**src/rtl/core/btt_pkg.sv**
```systemverilog
// ----------------------------------------------------------------------------
// btt_pkg
// Widths, constants and reset values shared by the beep tone timer.
// ----------------------------------------------------------------------------
`default_nettype none

package btt_pkg;

    // Field widths
    localparam int FREQ_W     = 16;
    localparam int DUR_W      = 16;
    localparam int VOL_W      = 4;
    localparam int STEP_W     = 7;
    localparam int PERIOD_W   = 21;
    localparam int DUTY_W     = 20;
    localparam int DEAD_W     = 16;
    localparam int CFG_IDX_W  = 3;

    // Dividend of the on-time division: period times step
    localparam int NUM_W      = PERIOD_W + STEP_W;

    // PWM reference clock and on-time divisor
    localparam logic [PERIOD_W-1:0] PWM_CLOCK_HZ = PERIOD_W'(2000000);
    localparam logic [FREQ_W-1:0]   STEP_DIVISOR = FREQ_W'(200);

    // Number of volume levels
    localparam int VOLUME_LEVELS_DEF = 5;
    localparam int VOLUME_LEVELS_MAX = 8;

    // Operation codes
    localparam logic OP_BEEP = 1'b0;
    localparam logic OP_TICK = 1'b1;

    // Reset value of each volume step register
    function automatic logic [STEP_W-1:0] step_reset(input int idx);
        logic [STEP_W-1:0] val;
        case (idx)
            0:       val = STEP_W'(3);
            1:       val = STEP_W'(9);
            2:       val = STEP_W'(20);
            3:       val = STEP_W'(40);
            default: val = STEP_W'(80);
        endcase
        return val;
    endfunction

endpackage

`default_nettype wire

```
**src/rtl/core/beep_tone_timer.sv**
```systemverilog
// ----------------------------------------------------------------------------
// beep_tone_timer
// Beep request and millisecond tick handler for a PWM tone generator.
// ----------------------------------------------------------------------------
// One transaction is handled at a time. A tick, a silent or busy beep and a
// beep with zero frequency go from acceptance straight to the commit state,
// and the block is ready again in the cycle the result is presented. A beep
// that starts a tone runs a bit-serial restoring divider for 2000000 /
// frequency, a shift-add multiply of the period by the volume step and the
// same divider again for the division by 200, then commits. The shared
// divider yields one quotient bit per cycle. A finished result is held in
// the output register while the next transaction is accepted; commit waits
// only for that register.
// ----------------------------------------------------------------------------
`default_nettype none

module beep_tone_timer #(
    parameter int VOLUME_LEVELS = btt_pkg::VOLUME_LEVELS_DEF
) (
    input  wire logic                            i_clk,
    input  wire logic                            i_rst_n,
    // configuration port
    input  wire logic                            i_cfg_we,
    input  wire logic [btt_pkg::CFG_IDX_W-1:0]   i_cfg_idx,
    input  wire logic [btt_pkg::STEP_W-1:0]      i_cfg_data,
    // input channel
    input  wire logic                            i_in_valid,
    output logic                                 o_in_ready,
    input  wire logic                            i_op,
    input  wire logic [btt_pkg::FREQ_W-1:0]      i_frequency,
    input  wire logic [btt_pkg::DUR_W-1:0]       i_duration_ms,
    input  wire logic [btt_pkg::VOL_W-1:0]       i_volume,
    // output channel
    output logic                                 o_out_valid,
    input  wire logic                            i_out_ready,
    output logic                                 o_tone_on,
    output logic [btt_pkg::PERIOD_W-1:0]         o_pwm_period,
    output logic [btt_pkg::DUTY_W-1:0]           o_pwm_duty,
    output logic [btt_pkg::DEAD_W-1:0]           o_dead_time,
    output logic                                 o_busy_res,
    output logic                                 o_started,
    output logic                                 o_bad_frequency
);

    import btt_pkg::*;

    typedef enum logic [1:0] {
        S_IDLE,
        S_DIV,
        S_MUL,
        S_COMMIT
    } t_state;

    localparam int CNT_W = $clog2(NUM_W + 1);

    // volume step registers
    logic [STEP_W-1:0]   r_steps [VOLUME_LEVELS];

    // control
    t_state              r_state;
    logic                r_phase;      // 0: period division, 1: on-time division
    logic [CNT_W-1:0]    r_cnt;

    // latched transaction
    logic                r_op;
    logic                r_start;
    logic                r_bad;
    logic [DUR_W-1:0]    r_dur;
    logic [STEP_W-1:0]   r_step;

    // datapath
    logic [NUM_W-1:0]    r_num;        // dividend shifter and product accumulator
    logic [NUM_W-1:0]    r_mcand;
    logic [STEP_W-1:0]   r_mplier;
    logic [FREQ_W-1:0]   r_rem;
    logic [FREQ_W-1:0]   r_den;
    logic [PERIOD_W-1:0] r_quo;
    logic [PERIOD_W-1:0] r_new_period;
    logic [DEAD_W-1:0]   r_new_dead;

    // architectural state
    logic [DUR_W-1:0]    r_ticks;
    logic                r_tone;
    logic [PERIOD_W-1:0] r_period_reg;
    logic [DEAD_W-1:0]   r_dead_reg;

    // output register
    logic                r_out_valid;
    logic                r_out_tone;
    logic [PERIOD_W-1:0] r_out_period;
    logic [DEAD_W-1:0]   r_out_dead;
    logic                r_out_busy;
    logic                r_out_started;
    logic                r_out_bad;

    // combinational
    logic                in_acc;
    logic                commit;
    logic                beep_live;
    logic [VOL_W-1:0]    level;
    logic [STEP_W-1:0]   sel_step;
    logic [FREQ_W:0]     rem_sh;
    logic                q_bit;
    logic [FREQ_W:0]     rem_diff;
    logic [FREQ_W-1:0]   n_rem;
    logic [PERIOD_W-1:0] n_quo;
    logic [DUR_W-1:0]    n_ticks;
    logic                n_tone;
    logic [PERIOD_W-1:0] n_period;
    logic [DEAD_W-1:0]   n_dead;

    assign o_in_ready = (r_state == S_IDLE);
    assign in_acc     = i_in_valid && o_in_ready;
    assign commit     = (r_state == S_COMMIT) && (!r_out_valid || i_out_ready);

    // Clamp the volume and pick its step register
    always_comb begin
        level = (i_volume > VOL_W'(VOLUME_LEVELS)) ? VOL_W'(VOLUME_LEVELS) : i_volume;
        sel_step = '0;
        for (int i = 0; i < VOLUME_LEVELS; i++) begin
            if (level == VOL_W'(i + 1)) begin
                sel_step = r_steps[i];
            end
        end
    end

    assign beep_live = (i_op == OP_BEEP) && (i_volume != '0) && (r_ticks == '0);

    // One restoring division step
    always_comb begin
        rem_sh   = {r_rem, r_num[NUM_W-1]};
        rem_diff = rem_sh - {1'b0, r_den};
        q_bit    = (rem_sh >= {1'b0, r_den});
        n_rem    = q_bit ? rem_diff[FREQ_W-1:0] : rem_sh[FREQ_W-1:0];
        n_quo    = {r_quo[PERIOD_W-2:0], q_bit};
    end

    // Next architectural state at commit
    always_comb begin
        n_ticks  = r_ticks;
        n_tone   = r_tone;
        n_period = r_period_reg;
        n_dead   = r_dead_reg;
        if (r_op == OP_TICK) begin
            if (r_ticks != '0) begin
                n_ticks = r_ticks - DUR_W'(1);
                if (r_ticks == DUR_W'(1)) begin
                    n_tone = 1'b0;
                end
            end
        end else if (r_start) begin
            n_ticks  = r_dur;
            n_tone   = 1'b1;
            n_period = r_new_period;
            n_dead   = r_new_dead;
        end
    end

    // Hold the volume step registers
    always_ff @(posedge i_clk) begin
        if (!i_rst_n) begin
            for (int i = 0; i < VOLUME_LEVELS; i++) begin
                r_steps[i] <= step_reset(i);
            end
        end else begin
            for (int i = 0; i < VOLUME_LEVELS; i++) begin
                if (i_cfg_we && (i_cfg_idx == CFG_IDX_W'(i))) begin
                    r_steps[i] <= i_cfg_data;
                end
            end
        end
    end

    // Sequencer, datapath, state and output register
    always_ff @(posedge i_clk) begin
        if (!i_rst_n) begin
            r_state      <= S_IDLE;
            r_phase      <= 1'b0;
            r_cnt        <= '0;
            r_ticks      <= '0;
            r_tone       <= 1'b0;
            r_period_reg <= '0;
            r_dead_reg   <= '0;
            r_out_valid  <= 1'b0;
        end else begin
            // drop the result once taken
            if (commit) begin
                r_out_valid <= 1'b1;
            end else if (i_out_ready) begin
                r_out_valid <= 1'b0;
            end

            case (r_state)
                S_IDLE: begin
                    if (in_acc) begin
                        r_op    <= i_op;
                        r_dur   <= i_duration_ms;
                        r_step  <= sel_step;
                        r_start <= beep_live && (i_frequency != '0);
                        r_bad   <= beep_live && (i_frequency == '0);
                        if (beep_live && (i_frequency != '0)) begin
                            // load the divider for the period
                            r_num   <= {PWM_CLOCK_HZ, STEP_W'(0)};
                            r_rem   <= '0;
                            r_quo   <= '0;
                            r_den   <= i_frequency;
                            r_cnt   <= CNT_W'(PERIOD_W);
                            r_phase <= 1'b0;
                            r_state <= S_DIV;
                        end else begin
                            r_state <= S_COMMIT;
                        end
                    end
                end
                S_DIV: begin
                    if (r_cnt == CNT_W'(1)) begin
                        if (!r_phase) begin
                            r_new_period <= n_quo;
                            r_num        <= '0;
                            r_mcand      <= NUM_W'(n_quo);
                            r_mplier     <= r_step;
                            r_cnt        <= CNT_W'(STEP_W);
                            r_state      <= S_MUL;
                        end else begin
                            r_new_dead <= r_new_period[DEAD_W:1] - n_quo[DEAD_W-1:0];
                            r_state    <= S_COMMIT;
                        end
                    end else begin
                        // advance one quotient bit
                        r_num <= {r_num[NUM_W-2:0], 1'b0};
                        r_rem <= n_rem;
                        r_quo <= n_quo;
                        r_cnt <= r_cnt - CNT_W'(1);
                    end
                end
                S_MUL: begin
                    // shift-add one multiplier bit
                    if (r_mplier[0]) begin
                        r_num <= r_num + r_mcand;
                    end
                    r_mcand  <= {r_mcand[NUM_W-2:0], 1'b0};
                    r_mplier <= r_mplier >> 1;
                    if (r_cnt == CNT_W'(1)) begin
                        r_rem   <= '0;
                        r_quo   <= '0;
                        r_den   <= STEP_DIVISOR;
                        r_cnt   <= CNT_W'(NUM_W);
                        r_phase <= 1'b1;
                        r_state <= S_DIV;
                    end else begin
                        r_cnt <= r_cnt - CNT_W'(1);
                    end
                end
                S_COMMIT: begin
                    if (commit) begin
                        r_ticks       <= n_ticks;
                        r_tone        <= n_tone;
                        r_period_reg  <= n_period;
                        r_dead_reg    <= n_dead;
                        r_out_tone    <= n_tone;
                        r_out_period  <= n_period;
                        r_out_dead    <= n_dead;
                        r_out_busy    <= (n_ticks != '0);
                        r_out_started <= r_start;
                        r_out_bad     <= r_bad;
                        r_state       <= S_IDLE;
                    end
                end
                default: begin
                    r_state <= S_IDLE;
                end
            endcase
        end
    end

    assign o_out_valid     = r_out_valid;
    assign o_tone_on       = r_out_tone;
    assign o_pwm_period    = r_out_period;
    assign o_pwm_duty      = r_out_period[PERIOD_W-1:1];
    assign o_dead_time     = r_out_dead;
    assign o_busy_res      = r_out_busy;
    assign o_started       = r_out_started;
    assign o_bad_frequency = r_out_bad;

endmodule

`default_nettype wire

```
**config.mk**
```make
export PLATFORM = sky130hd
export DESIGN_NAME = beep_tone_timer
export DESIGN_NICKNAME = d
export VERILOG_FILES = /design/src/rtl/core/btt_pkg.sv /design/src/rtl/core/beep_tone_timer.sv
export SDC_FILE = /design/constraint.sdc
export NUM_CORES = 1
export LEC_CHECK = 0
export BUFFER_PORTS_ARGS = -buffer_cell sky130_fd_sc_hd__buf_2
export CORE_UTILIZATION = 58
export CTS_BUF_LIST = sky130_fd_sc_hd__clkbuf_16
export CTS_CLUSTER_DIAMETER = 80
export DETAILED_ROUTE_END_ITERATION = 10
export PLACE_DENSITY = 0.77
export SYNTH_ARGS = -nofsm -noshare
export SYNTH_HDL_FRONTEND = slang
export SYNTH_SLANG_ARGS = --single-unit
```
**constraint.sdc**
```tcl
create_clock -name i_clk -period 10.8 [get_ports i_clk]
set_input_delay 1.08 -clock i_clk [delete_from_list [all_inputs] [get_ports i_clk]]
set_output_delay 1.08 -clock i_clk [all_outputs]
set_load 0.02 [all_outputs]
```
==> Word-level counts from Yosys, hierarchy flattened <==
Memories as Yosys holds them, arrays and structs flattened.
Cells that the tools add are included.
{ "totals": {"regBits": 282, "ram_bits": 35, "input_bits": 52, "output_inout_bits": 63, "word_cells": 191, "memories": 1} }
{ "classes": {"add_sub_neg": 5, "n_lt_le_gt_ge": 2, "eq_ne": 23, "mux": 89, "n_bitwise": 7, "reduce_logical": 37} }
{ "mem_list": {"columns": ["memory", "depth", "width", "read_ports", "rd_ports_with_merged_regs", "write_ports", "line_no", "text"], "rows": [
  ["r_steps", 5, 7, 5, 0, 5, "beep_tone_timer.sv:57", "logic [STEP_W-1:0] r_steps [VOLUME_LEVELS];"]
]} }
{ "op_table": {"columns": ["operator", "count"], "rows": [
  ["two-way mux 16 bit", 13],
  ["two-way mux 28 bit", 7],
  ["two-way mux 7 bit", 17],
  ["case mux 28 bit (3 select lines)", 1],
  ["two-way mux 20 bit", 4],
  ["case mux 20 bit (3 select lines)", 1],
  ["case mux 28 bit (2 select lines)", 1],
  ["case mux 16 bit (3 select lines)", 1],
  ["nonzero test 16 bit", 3],
  ["two-way mux 21 bit", 2],
  ["zero test 16 bit", 2],
  ["case mux 16 bit (2 select lines)", 1],
  ["subtractor 16 bit", 2],
  ["adder 28 bit", 1],
  ["two-way mux 1 bit", 26],
  ["two-way mux 5 bit", 5],
  ["AND reduction 4 bit", 6],
  [">= comparator 17 x 16 -> 1 bit", 1],
  ["equality test 16 x 1 -> 1 bit (second input constant)", 1],
  ["subtractor 16 x 1 -> 16 bit (second input constant)", 1],
  ["case mux 5 bit (3 select lines)", 1],
  ["case mux 7 bit (2 select lines)", 1],
  ["inequality test 2 bit (second input constant)", 6],
  ["AND reduction 6 bit", 2],
  ["30 further kinds", 57]
]} }

==> Depth between registers and ports, before layout <==
{ "depth": {"word_depth": 8, "ltp_mapped": 22, "ltp_nobuf": 21} }

==> Least setup slack after synthesis <==
OpenSTA, ideal clock, no wires.
{ "synth_path": {"kind": "input to register", "startpoint": "in i_volume[2] in the netlist's numbering", "endpoint": "reg r_quo[0] (enable)", "setup_ns": 0.484, "arrival_ns": 5.252, "t_required_ns": 10.316, "path_slack_ns": 5.064, "cell_stages": 8, "path_buffers": 1, "cell_sequence": "clkdlybuf4s50_2 nor3_1 or4b_4 nor2b_4 nand2_2 nand2_2 nand2_1 a211oi_1"} }
{ "synth_via": {"elab_chain_len": 6} }
{ "synth_rtl": {"columns": ["element", "line_no", "text"], "rows": [
  ["from (decl)", "beep_tone_timer.sv:32", "input wire logic [btt_pkg::VOL_W-1:0] i_volume,"],
  ["nonzero test 4 bit", "beep_tone_timer.sv:127", "assign beep_live = (i_op == OP_BEEP) && (i_volume != '0) && (r_ticks == '0);"],
  ["logical AND 1 bit (2 in series)", "beep_tone_timer.sv:127", null],
  ["logical AND 1 bit", "beep_tone_timer.sv:201", "if (beep_live && (i_frequency != '0)) begin"],
  ["inequality test 2 x 1 -> 1 bit (no line)", null, null],
  ["AND reduction 6 bit (no line)", null, null],
  ["to (signal assigned)", "beep_tone_timer.sv:232", "r_quo <= n_quo;"],
  ["to (decl)", "beep_tone_timer.sv:77", "logic [PERIOD_W-1:0] r_quo;"]
]} }
No other way between the ends.
A chain may end at the register's enable or synchronous reset.

==> Final worst setup path <==
{ "layout_path": {"startpoint": "reg r_rem[0]", "endpoint": "reg r_new_dead[14], data pin"} }
{ "layout_via": {"elab_chain_len": 2} }
{ "layout_rtl": {"columns": ["element", "line_no", "text"], "rows": [
  ["from (decl)", "beep_tone_timer.sv:75", "logic [FREQ_W-1:0] r_rem;"],
  ["from (signal assigned)", "beep_tone_timer.sv:231", "r_rem <= n_rem;"],
  [">= comparator 17 x 16 -> 1 bit", "beep_tone_timer.sv:133", "q_bit = (rem_sh >= {1'b0, r_den});"],
  ["subtractor 16 bit", "beep_tone_timer.sv:225", "r_new_dead <= r_new_period[DEAD_W:1] - n_quo[DEAD_W-1:0];"],
  ["to (signal assigned)", "beep_tone_timer.sv:225", null],
  ["to (decl)", "beep_tone_timer.sv:79", "logic [DEAD_W-1:0] r_new_dead;"]
]} }
No other way between the ends.

==> summary.md <==
| Metric | Value |
|---|---|
| Status | finished clean |
| CTS max path bufs | 3 |
| TritonCTS clock tree | yes |
| Overflow after GRT | 0 |
| PortBufs | 114 |
| Core area | 27000 um2 |
| Pin count of the biggest net entering global routing | 81 |
| Via-to-Cell Ratio | 5.77 |
| TritonCTS Buffers | 35 |
| Antenna violations before repair | 0 |
| Final Hold Viols | 0 |
| Area grow syn2layout | 11.1% |
| Drt wl/cell | 16.5 um |
| First-pass GRT wire length | 53000 um |
| Sequential fraction of the synthesis area | 0.557 |
| Cell total after placement | 1892 |
| FILL cells | 1996 |
| Initial core utilization | 0.592 |
| Critical path's top delay family | compound AO/OA/AOI/OAI gates |
| Main synth FF type | edfxtp_1 |
| Switching share of power | 0.347 |
| Clock power frac | 0.251 |
| Top cells by count, synth | edfxtp_1, nand2_1, nor2_1 |
| Number of max-cap violations | 0 |
| FF-to-FF Start | r_rem[0] |
| Syn_nets | 1624 |
| Crit-path max cell delay | 0.41 ns |
| Top-area cell type share of the netlist area | 0.478 |
| P_sw | 1.50 mW |
| Hold wc startpoint | r_bad |
| Crit. Startpoint | r_rem[0] |
| Cts hold-fix bufs | 0 |
| H-tree Lvls | 2 |
| Final Slew Violations | 0 |
| CTS root buf | clkbuf_16 |
| Final GP Congestion | 0.896 |
| Gate power share | 0.352 |
| Async SR Flop Fraction | 0 |
| Antenna diodes | 0 |
| DP Wirelength | 21900 um |
| Final core utilization | 0.657 |
| # IOs | 115 |
| P_leak | 6.99 nW |
| R2R depth | 20 |
| CP Depth | 20 |
| Worst EP required | 11.08 ns |
| Setup_tns | 0 ns |
| Hold Worst Slack | 0.424 ns |
| TritonRoute pass-1 iters | 5 |
| Post-CTS setup buffer count | 0 |
| Finished Layout Cells | 1955 |
| Num rows | 60 |
| Layout Nets | 1709 |
| Final wirelength | 32300 um |
| Hold/Removal Path Class | register to register |
| Max reg flops | 35 |
| Total Routing Usage GR | 0.232 |
| Area of the multi-input gates | 6420 um2 |
| R2r setup slk | 6.30 ns |
| WP data arrival | 4.77 ns |
| Syn avg cell area | 10.6 um2 |
| DR iter-0 viols | 946 |
| EDFF count, synth | 254 |
| FF+latch area | 8890 um2 |
| Die ar. | 28200 um2 |
| Final setup viols | 0 |
| Via count | 11300 |
| Crit-path cells | ha_1, nor2b_1, o21ai_0, a21boi_0, o21bai_1, a21oi_1, o21bai_1, a31oi_2, ha_1, inv_1, fa_1, a21o_1, a21oi_1, o21bai_1, a211o_1, nand3_1, a31oi_1, a21o_1, a21oi_1, xnor2_1 |
| Worst Path Buf+Inv | 1 |
| Register bit total from synthesis | 317 |
| Sink Count | 317 |
| Fin crit share | 0.416 |
| DR DRC count | 0 |
| Synth Cell Area | 15900 um2 |
| Worst Setup End Kind | register |
| CP max FO | 4 |
| Critical-path top delay cell | edfxtp_1 |
| Most flop-heavy register | r_steps |
| Synth warn | 0 |
| Share of power burned in registers | 0.397 |
| Unrepaired setup endpoints after global routing | false |
| Cells after Synth | 1503 |
| Count leader, synth | edfxtp_1 |
| Post-route ant nets | 0 |
| Die Span Y | 168 um |
| PwrDens | 244 nW/um2 |
| Leading area contributor after synthesis | edfxtp_1 |
| Worst setup SP type | register |
| Clock transition at path regs | 0.06 ns |
| Biggest regs | r_steps (35), r_mcand (28), r_num (28) |
| Worst slew margin | 0.190 |
| Slew @ Worst Pin | 1.20 ns |
| Worst r2r dst | r_new_dead[14] |
| Critical Path Sink | r_new_dead[14] |
| Internal power | 2.83 mW |
| Cell variety after synth | 76 |
| Number of global-route vias before repair | 10700 |
| Worst Clk Skew | 0.0220 ns |
| Tmin final | 4.50 ns |
| Layout cell share with drive strength beyond 1 | 0.140 |
| DIE WIDTH | 168 um |
| Later-pin clock latency in the skew report | 0.52 ns |
| Tot Pwr | 4.33 mW |
| Critical Setup Path Class | register to register |
| Cts repair resizes | 0 |
| Highest clock rate | 0.222 GHz |
| Leading post-synthesis cells by cell area | edfxtp_1, dfxtp_1, ha_1 |
| Worst VDD drop | 0.127 mV |
[cell families (layout without fill, tap and decap cells)]
| logic type | count (synthesis) | in the layout | synth area share |
|---|---|---|---|
| simple gates | 603 | 603 | 0.180 |
| mux | 35 | 35 | 0.0235 |
| flops | 317 | 317 | 0.557 |
| buf+inv | 146 | 257 | 0.0428 |
| xor+xnor | 40 | 40 | 0.0220 |
| fa+ha+maj | 69 | 69 | 0.0555 |
| compound gates | 293 | 293 | 0.119 |
[how the worst min path moves through the flow]
stage	end	depth (start not counted)
final	o_bad_frequency	0
after global routing	r_new_period[12]	0
after CTS	r_new_period[12]	0
after detailed placement	o_bad_frequency	0
after global placement	o_bad_frequency	0
after floorplan	o_bad_frequency	0
[layer usage]
layer | wire [um] | global-route usage
met1 | 14600 | 0.316
met3 | 1650 | 0.0339
met2 | 15300 | 0.383
met4 | 742 | 0.0782
met5 | 0 | 0
[per-stage QoR]
| stage | area [um2] | setup WS, ns |
|---|---|---|
| 2_1_floorplan | 15900 | 5.06 |
| 3_3_place_gp | 16700 | 6.39 |
| 3_5_place_dp | 16700 | 6.27 |
| 4_1_cts | 17700 | 6.28 |
| 5_1_grt | 17700 | 5.96 |
| 6_report | 17700 | 6.30 |
[area by class of cell]
type / count / share of cell area
sequential: 317 / 0.502
clock buffer: 36 / 0.0509
tap: 341 / 0.0241
inverter: 65 / 0.0138
multi-input combinational: 1040 / 0.363
timing repair buffer: 129 / 0.0386
clock inverter: 27 / 0.00841
[placed cells by master (no fill, tap or decap), types with 9 or more instances in the layout]
| cell | n |
|---|---|
| or2_2 | 9 |
| xnor2_1 | 24 |
| a31oi_1 | 12 |
| nor2_1 | 170 |
| buf_2 | 114 |
| dfxtp_1 | 63 |
| xor2_1 | 16 |
| a21o_1 | 14 |
| mux2i_1 | 15 |
| nor3b_1 | 41 |
| a211oi_1 | 13 |
| clkinv_1 | 10 |
| and2_1 | 28 |
| mux2_2 | 20 |
| o21a_1 | 10 |
| nor2b_1 | 24 |
| nand2b_1 | 27 |
| nand3_1 | 11 |
| a21boi_0 | 16 |
| edfxtp_1 | 254 |
| and3_1 | 9 |
| inv_1 | 76 |
| clkbuf_16 | 36 |
| nand2_1 | 215 |
| a21oi_1 | 68 |
| ha_1 | 65 |
| o21ai_0 | 84 |
| buf_4 | 15 |
| nor3_1 | 25 |
[power by group through the flow]
stage	Sequential, mW	Clock [mW]	Combinational, mW
after detailed placement	1.74	0	1.51
after floorplan	1.72	0	1.17
final	1.72	1.08	1.52
after global routing	1.74	1.15	1.71
after CTS	1.72	1.10	1.52
after global placement	1.73	0	1.47
Power figures use the tool's default switching activity.
